`src/hdl/itop_pkg.sv`:
```
// ---------------------------------------------------------------------------
// itop_pkg
// types, character codes and precedence helpers for the infix to postfix
// converter
// ---------------------------------------------------------------------------
package itop_pkg;

  localparam int STACK_DEPTH_DEF = 32;

  // character codes
  localparam logic [7:0] CH_CARET  = 8'h5E;
  localparam logic [7:0] CH_STAR   = 8'h2A;
  localparam logic [7:0] CH_SLASH  = 8'h2F;
  localparam logic [7:0] CH_PLUS   = 8'h2B;
  localparam logic [7:0] CH_MINUS  = 8'h2D;
  localparam logic [7:0] CH_LPAREN = 8'h28;
  localparam logic [7:0] CH_RPAREN = 8'h29;
  localparam logic [7:0] CH_LOW_A  = 8'h61;
  localparam logic [7:0] CH_LOW_Z  = 8'h7A;
  localparam logic [7:0] CH_UP_A   = 8'h41;
  localparam logic [7:0] CH_UP_Z   = 8'h5A;
  localparam logic [7:0] CH_NONE   = 8'h00;

  // precedence as an ordered code: 0 stands for "not an operator"
  typedef logic [1:0] prec_t;
  localparam prec_t PREC_NONE = 2'd0;
  localparam prec_t PREC_ADD  = 2'd1;
  localparam prec_t PREC_MUL  = 2'd2;
  localparam prec_t PREC_POW  = 2'd3;

  // sequencer states
  typedef enum logic [2:0] {
    S_IDLE,
    S_LETTER,
    S_PUSH,
    S_READ,
    S_TEST,
    S_END_CHECK,
    S_FIN
  } state_t;

  // what the pop loop is doing for the current word
  typedef enum logic [1:0] {
    K_CLOSE,
    K_OP,
    K_FLUSH
  } kind_t;

  // one result word before it reaches the output register
  typedef struct packed {
    logic [7:0] ch;
    logic       char_valid;
    logic       overflow_seen;
  } result_t;

  function automatic prec_t prec_of(input logic [7:0] c);
    prec_t p;
    case (c)
      CH_CARET:           p = PREC_POW;
      CH_STAR, CH_SLASH:  p = PREC_MUL;
      CH_PLUS, CH_MINUS:  p = PREC_ADD;
      default:            p = PREC_NONE;
    endcase
    return p;
  endfunction

  function automatic logic is_letter(input logic [7:0] c);
    return c inside {[CH_LOW_A:CH_LOW_Z], [CH_UP_A:CH_UP_Z]};
  endfunction

endpackage

```
`src/hdl/infix_to_postfix_converter.sv`:
```
// ---------------------------------------------------------------------------
// infix_to_postfix_converter
// shunting-yard converter: infix characters in, postfix characters out
//
// One character is taken per input word and the block is busy until its
// work is done. Letters pass straight through, '(' is pushed, ')' pops until
// the matching '(' and drops it, any other byte pops while the top binds
// strictly tighter and is then pushed (precedence ^ over * / over + -, all
// else lowest, so equal levels group right to left). A word with tlast set
// ends the expression: the stack is flushed, the final result carries tlast,
// and if the end word and its flush produced nothing, a single word with
// char_valid low is sent. A push onto a full stack is dropped and
// overflow_seen is raised for the rest of that expression. Every look at
// the stack top passes through a read state and then a test state, as the
// stack memory is read through a register ahead of the single compare unit.
// The output is held one word behind in a staging register so tlast can be
// placed, and a stalled output stalls the sequencer.
// ---------------------------------------------------------------------------
module infix_to_postfix_converter #(
  parameter int STACK_DEPTH = itop_pkg::STACK_DEPTH_DEF
) (
  input  logic       clk,
  input  logic       rst_n,
  // input words
  input  logic       in_tvalid,
  output logic       in_tready,
  input  logic [7:0] in_tdata,   // [7:0] in_char
  input  logic       in_tlast,   // end_of_expr
  // result words
  output logic       out_tvalid,
  input  logic       out_tready,
  output logic [7:0] out_tdata,  // [7:0] out_char
  output logic [1:0] out_tuser,  // [0] char_valid, [1] overflow_seen
  output logic       out_tlast   // last
);
  import itop_pkg::*;

  localparam int CNT_W = $clog2(STACK_DEPTH + 1);
  localparam int AW    = $clog2(STACK_DEPTH);

  state_t          state_r, state_nxt;
  kind_t           kind_r, kind_nxt;
  logic [7:0]      char_r, char_nxt;
  logic            end_r, end_nxt;
  logic [CNT_W-1:0] count_r, count_nxt;
  logic            ovf_r, ovf_nxt;
  result_t         hold_r, hold_nxt;
  logic            hold_valid_r, hold_valid_nxt;
  result_t         out_r, out_nxt;
  logic            out_last_r, out_last_nxt;
  logic            out_valid_r, out_valid_nxt;

  logic [7:0]      stack_mem [STACK_DEPTH];
  logic [7:0]      rd_data_r;
  logic [CNT_W-1:0] count_m1;
  logic [AW-1:0]   rd_addr;
  logic [AW-1:0]   wr_addr;
  logic            mem_we;

  logic            out_free;
  logic            put_ok;
  logic            put_en;
  logic [7:0]      put_ch;
  logic            pop_cond;
  state_t          after_pop;

  // handshake and helpers
  assign in_tready = (state_r == S_IDLE);
  assign out_free  = !out_valid_r || out_tready;
  assign put_ok    = !hold_valid_r || out_free;
  assign count_m1  = count_r - CNT_W'(1);
  assign rd_addr   = count_m1[AW-1:0];
  assign wr_addr   = count_r[AW-1:0];

  // pop decision on the stack top
  always_comb begin
    case (kind_r)
      K_FLUSH: pop_cond = 1'b1;
      K_CLOSE: pop_cond = (rd_data_r != CH_LPAREN);
      K_OP:    pop_cond = (prec_of(rd_data_r) > prec_of(char_r));
      default: pop_cond = 1'b0;
    endcase
  end

  // where to go once the stack runs empty during a pop loop
  always_comb begin
    case (kind_r)
      K_FLUSH: after_pop = S_FIN;
      K_CLOSE: after_pop = S_END_CHECK;
      K_OP:    after_pop = S_PUSH;
      default: after_pop = S_IDLE;
    endcase
  end

  // next state
  always_comb begin
    state_nxt = state_r;
    case (state_r)
      S_IDLE: begin
        if (in_tvalid) begin
          if (is_letter(in_tdata)) begin
            state_nxt = S_LETTER;
          end else if (in_tdata == CH_LPAREN) begin
            state_nxt = S_PUSH;
          end else if (count_r == '0) begin
            state_nxt = (in_tdata == CH_RPAREN) ? S_END_CHECK : S_PUSH;
          end else begin
            state_nxt = S_READ;
          end
        end
      end
      S_LETTER: begin
        if (put_ok) state_nxt = S_END_CHECK;
      end
      S_PUSH: state_nxt = S_END_CHECK;
      S_READ: state_nxt = S_TEST;
      S_TEST: begin
        if (pop_cond) begin
          if (put_ok) state_nxt = (count_r == CNT_W'(1)) ? after_pop : S_READ;
        end else if (kind_r == K_CLOSE) begin
          state_nxt = S_END_CHECK;
        end else begin
          state_nxt = S_PUSH;
        end
      end
      S_END_CHECK: begin
        if (end_r) begin
          state_nxt = (count_r != '0) ? S_READ : S_FIN;
        end else if (!hold_valid_r || out_free) begin
          state_nxt = S_IDLE;
        end
      end
      S_FIN: begin
        if (out_free) state_nxt = S_IDLE;
      end
      default: state_nxt = S_IDLE;
    endcase
  end

  // datapath and stack control
  always_comb begin
    kind_nxt       = kind_r;
    char_nxt       = char_r;
    end_nxt        = end_r;
    count_nxt      = count_r;
    ovf_nxt        = ovf_r;
    hold_nxt       = hold_r;
    hold_valid_nxt = hold_valid_r;
    out_nxt        = out_r;
    out_last_nxt   = out_last_r;
    out_valid_nxt  = out_valid_r && !out_tready;
    mem_we         = 1'b0;
    put_en         = 1'b0;
    put_ch         = char_r;

    case (state_r)
      S_IDLE: begin
        if (in_tvalid) begin
          char_nxt = in_tdata;
          end_nxt  = in_tlast;
          kind_nxt = (in_tdata == CH_RPAREN) ? K_CLOSE : K_OP;
        end
      end
      S_LETTER: begin
        put_en = put_ok;
      end
      S_PUSH: begin
        if (count_r < CNT_W'(STACK_DEPTH)) begin
          mem_we    = 1'b1;
          count_nxt = count_r + CNT_W'(1);
        end else begin
          ovf_nxt = 1'b1;
        end
      end
      S_TEST: begin
        if (pop_cond) begin
          if (put_ok) begin
            put_en    = 1'b1;
            put_ch    = rd_data_r;
            count_nxt = count_m1;
          end
        end else if (kind_r == K_CLOSE) begin
          // matching '(' is dropped
          count_nxt = count_m1;
        end
      end
      S_END_CHECK: begin
        if (end_r) begin
          kind_nxt = K_FLUSH;
        end else if (hold_valid_r && out_free) begin
          out_nxt        = hold_r;
          out_last_nxt   = 1'b0;
          out_valid_nxt  = 1'b1;
          hold_valid_nxt = 1'b0;
        end
      end
      S_FIN: begin
        if (out_free) begin
          out_nxt        = hold_valid_r ? hold_r
                                        : result_t'{ch: CH_NONE, char_valid: 1'b0,
                                                    overflow_seen: ovf_r};
          out_last_nxt   = 1'b1;
          out_valid_nxt  = 1'b1;
          hold_valid_nxt = 1'b0;
          ovf_nxt        = 1'b0;
        end
      end
      default: begin
      end
    endcase

    // staging: a new result pushes the held one out
    if (put_en) begin
      if (hold_valid_r) begin
        out_nxt       = hold_r;
        out_last_nxt  = 1'b0;
        out_valid_nxt = 1'b1;
      end
      hold_nxt       = '{ch: put_ch, char_valid: 1'b1, overflow_seen: ovf_r};
      hold_valid_nxt = 1'b1;
    end
  end

  // control registers
  always_ff @(posedge clk) begin
    if (!rst_n) begin
      state_r      <= S_IDLE;
      count_r      <= '0;
      ovf_r        <= 1'b0;
      hold_valid_r <= 1'b0;
      out_valid_r  <= 1'b0;
    end else begin
      state_r      <= state_nxt;
      count_r      <= count_nxt;
      ovf_r        <= ovf_nxt;
      hold_valid_r <= hold_valid_nxt;
      out_valid_r  <= out_valid_nxt;
    end
  end

  // payload registers
  always_ff @(posedge clk) begin
    kind_r     <= kind_nxt;
    char_r     <= char_nxt;
    end_r      <= end_nxt;
    hold_r     <= hold_nxt;
    out_r      <= out_nxt;
    out_last_r <= out_last_nxt;
  end

  // operator stack memory, registered read of the top entry
  always_ff @(posedge clk) begin
    if (mem_we) stack_mem[wr_addr] <= char_r;
    rd_data_r <= stack_mem[rd_addr];
  end

  // outputs
  assign out_tvalid = out_valid_r;
  assign out_tdata  = out_r.ch;
  assign out_tuser  = {out_r.overflow_seen, out_r.char_valid};
  assign out_tlast  = out_last_r;

endmodule

```
`config.mk`:
```
export PLATFORM = sky130hd
export DESIGN_NAME = infix_to_postfix_converter
export DESIGN_NICKNAME = d
export VERILOG_FILES = /design/src/hdl/itop_pkg.sv /design/src/hdl/infix_to_postfix_converter.sv
export SDC_FILE = /design/constraint.sdc
export NUM_CORES = 1
export LEC_CHECK = 0
export BUFFER_PORTS_ARGS = -buffer_cell sky130_fd_sc_hd__buf_2
export CAP_MARGIN = 20
export CORE_UTILIZATION = 35
export CTS_CLUSTER_SIZE = 10
export DETAILED_ROUTE_END_ITERATION = 16
export SETUP_SLACK_MARGIN = 0.3
export SYNTH_ARGS = -nofsm -noshare
export SYNTH_HDL_FRONTEND = slang
export SYNTH_SLANG_ARGS = --single-unit
```
`constraint.sdc`:
```
create_clock -name clk -period 3.2 [get_ports clk]
set_input_delay 0.32 -clock clk [delete_from_list [all_inputs] [get_ports clk]]
set_output_delay 0.32 -clock clk [all_outputs]
set_load 0.02 [all_outputs]
```
==> run summary <==
outcome -> complete, no violations
Antenna Cells -> 0
Synthesized Nets -> 698
Crit Path Max Fanout -> 9
post-synthesis instance total -> 674
Synth warnings -> 0
clock network power share -> 26.4%
GR Overflow Total -> 0
GPL Wtd Cong -> 0.8212
peak supply drop -> 0.5292 mV
Max-Cap Viols -> 0
Worst path slowest cell -> dfxtp_4
PwrDens -> 922.0 mW/mm^2
largest family of logic cells by synthesized area -> multiplexers
Seq/Total Area, Yosys -> 70.77%
XOR/XNOR Fraction of Synth Area -> 0.4075%
Worst slew margin -> 33.42%
cell area after synthesis -> 0.01259 sq mm
number of port buffers -> 25
vias in the first global route -> 6,773
Highest Clock Rate -> 0.3429 GHz
CTS H-tree depth -> 2
GRT Total Usage -> 15.86%
Vias -> 6,742
synthesized area per cell -> 18.68 sq um
Setup-failing EPs final -> 0
GR peak layer -> met2
Commonest cells post-synth -> 276 x edfxtp_1, 80 x mux4_2, 47 x nor2_1
nets -> 804
Yosys reg bits -> 307
P_int -> 9.334 mW
synthesis-to-finish area growth -> 18.26%
HPWL after detailed placement -> 17,400 microns
Sw Share -> 32.00%
share of the synthesized area in the top cell type -> 65.84%
core area -> 0.03548 sq mm
Starting DRT DRC Count -> 592
met1 GRT Util -> 22.35%
sequential share of power -> 37.8%
Final Hold Fails -> 0
Fillers -> 3,092
root buf cell -> clkbuf_16
Final ANT Viol Nets -> 0
Cell Chain, Critical Path -> nor4bb_4 -> nand2_1 -> a21oi_2 -> a31o_2 -> and3_4 -> ha_4 -> nor2b_4 -> o21a_1 -> buf_4 -> o31a_1 -> o21ai_2 -> inv_4
simple-gate area share of the yosys netlist -> 5.526%
Worst Setup End Kind -> register
wire per inst -> 22.65 microns
Worst Hold Class -> in -> reg
Tcrit/Tclk final -> 91.14%
met3 Use GR -> 2.631%
die area -> 0.03673 sq mm
Static Leak -> 4.774 nW
initial antenna violation count -> 1
top post-synthesis cells by area -> edfxtp_1 66%, mux4_2 14%, dfxtp_1 4.9%, nor2_1 1.4%, ha_1 1.1%
CP arrival -> 3170 ps
deepest clock path buffer count -> 3
Initial Utilization -> 35.48%
Worst Max-Slew Pin Slew -> 991.6 ps
share of cells above drive strength 1 -> 32.28%
asr flop ratio synth -> 0%
mux share of post-synthesis cell area -> 16.15%
Crit path max-delay family -> compound AO/OA/AOI/OAI gates
I/O pin count -> 26
Setup CP Type -> reg -> reg
Fin Setup TNS -> 0 ps
post-synthesis compound-gate area fraction -> 4.612%
drt total wl -> 28,400 microns
CTS tree -> yes
count of different cell masters after synthesis -> 69
Sw Pwr -> 4.392 mW
Tot Pwr -> 13.73 mW
row count -> 69
leading area contributor after synthesis -> edfxtp_1
worst endpoint required time -> 3460 ps
Gate power share -> 35.9%
Reg area -> 0.008917 sq mm
clk slew on worst S/H paths -> 50 ps
first-pass GRT wire length -> 42,690 microns
overall die width -> 191.7 microns
crit path buf inv count -> 2
Pre-Repair DR Iteration Count -> 5
vias per inst -> 5.376
Die Y-Extent -> 191.7 microns
final setup skew -> 20.95 ps
ys flop type -> edfxtp_1
Worst path max stage delay -> 370 ps
Post-synth EDFFs -> 276
Worst-Skew Late Latency -> 520 ps
count leader, synth -> edfxtp_1
met2 usage in global routing -> 25.52%
max-slew violations -> 0
Post-Synth Adder-Cell Area -> 1.093%
Final min period -> 2916 ps
RSZ-0062 raised after global routing -> true
pin count of the biggest net entering global routing -> 71
# DRC -> 0
area of the multi-input gates -> 0.003633 sq mm
Num CTS Buffers -> 37
CP Launch Type -> register
Num Clock Sinks -> 307
-- per-layer routing --
layer	wire length, microns	vias up
li1	-	2968
met5	0	-
met4	461	0
met3	1588	44
met1	12500	3533
met2	13840	197
-- cell type report --
class / count / share of cell area [%]
Multi-Input combinational cell: 327 / 24.41
Timing Repair Buffer: 94 / 4.606
Clock inverter: 4 / 0.2269
Tap cell: 461 / 3.875
Inverter: 13 / 0.3446
Sequential cell: 307 / 59.90
Clock buffer: 48 / 6.640
-- kinds of logic after synthesis --
logic type,Yosys count
DFF,307
and+or+nand+nor,131
muxes,101
AOI/OAI and AO/OA,78
buffers and inverters,41
adders and majority gates,11
xor gates and xnor gates,5
-- registers in the layout, indices dropped and copies added, names as in the netlist, 3 cells and up --
register / cells
stack_mem: 256
char_r: 8
state_r: 3
count_r: 6
hold_r: 9
rd_data_r: 8
out_tdata: 8
-- layout by cell type (no fill, tap or decap), types with 4 or more instances in the layout --
cell	Yosys	routed
o21ai_1	5	4
or3_1	4	4
nand3_1	5	5
clkbuf_16	0	38
a21oi_1	11	10
mux2_2	9	9
mux2i_1	4	4
a31oi_1	9	8
a32o_1	8	8
o21ai_0	8	7
nand2b_1	8	8
dfxtp_1	31	28
nand2_1	23	23
clkbuf_1	15	10
ha_1	11	9
buf_4	0	64
buf_2	10	25
nor2_1	47	47
nor3_1	4	4
inv_1	13	12
edfxtp_1	276	276
mux2_1	8	5
and2_1	4	4
nand3b_1	7	7
mux4_2	80	80
-- what timing repair did --
| action | 4_1_cts | 5_1_grt |
|---|---|---|
| setup buffers | 5 | 4 |
| resized for setup | 10 | 16 |
| endpoints found under the hold margin | 2 | 0 |
| pin swaps | 2 | 12 |
| setup endpoints to repair | 26 | 37 |
| hold buffers | 2 | 0 |
| gates cloned | 0 | 1 |
-- stage by stage --
stage / instances / cell area, sq um / util (%) / setup slack [ps] / hold slack (ps)
detailed placement: 1190 / 13630 / 38.42 / 94.70 / 449.3
global route: 1254 / 14890 / 41.95 / 188.9 / 5.992
finish: 1254 / 14890 / 41.95 / 283.6 / 24.97
global placement: 1190 / 13630 / 38.42 / 200.1 / 445.3
floorplan: 674 / 12600 / - / 117.3 / 418.9
CTS: 1249 / 14780 / 41.65 / 323.8 / 4.990
-- power by group through the flow --
stage	logic, mW	clock network [mW]	registers, mW
4_1_cts	4.96	3.71	5.16
3_5_place_dp	4.87	0	5.23
3_3_place_gp	4.86	0	5.22
5_1_grt	5.28	3.86	5.22
6_report	4.92	3.62	5.18
2_1_floorplan	3.20	0	5.27
-- worst paths after layout --
check | start | to | slack, ps | cells past startpoint
worst min register to register | hold_r[4] | out_tdata[2] | 460 | 1
worst max register to register | rd_data_r[4] | hold_r[3] | 280 | 12
worst min-delay path | in_tdata[7] | char_r[7] | 20 | 1
worst max-delay path | rd_data_r[4] | hold_r[3] | 280 | 12
Power figures use the tool's default switching activity.
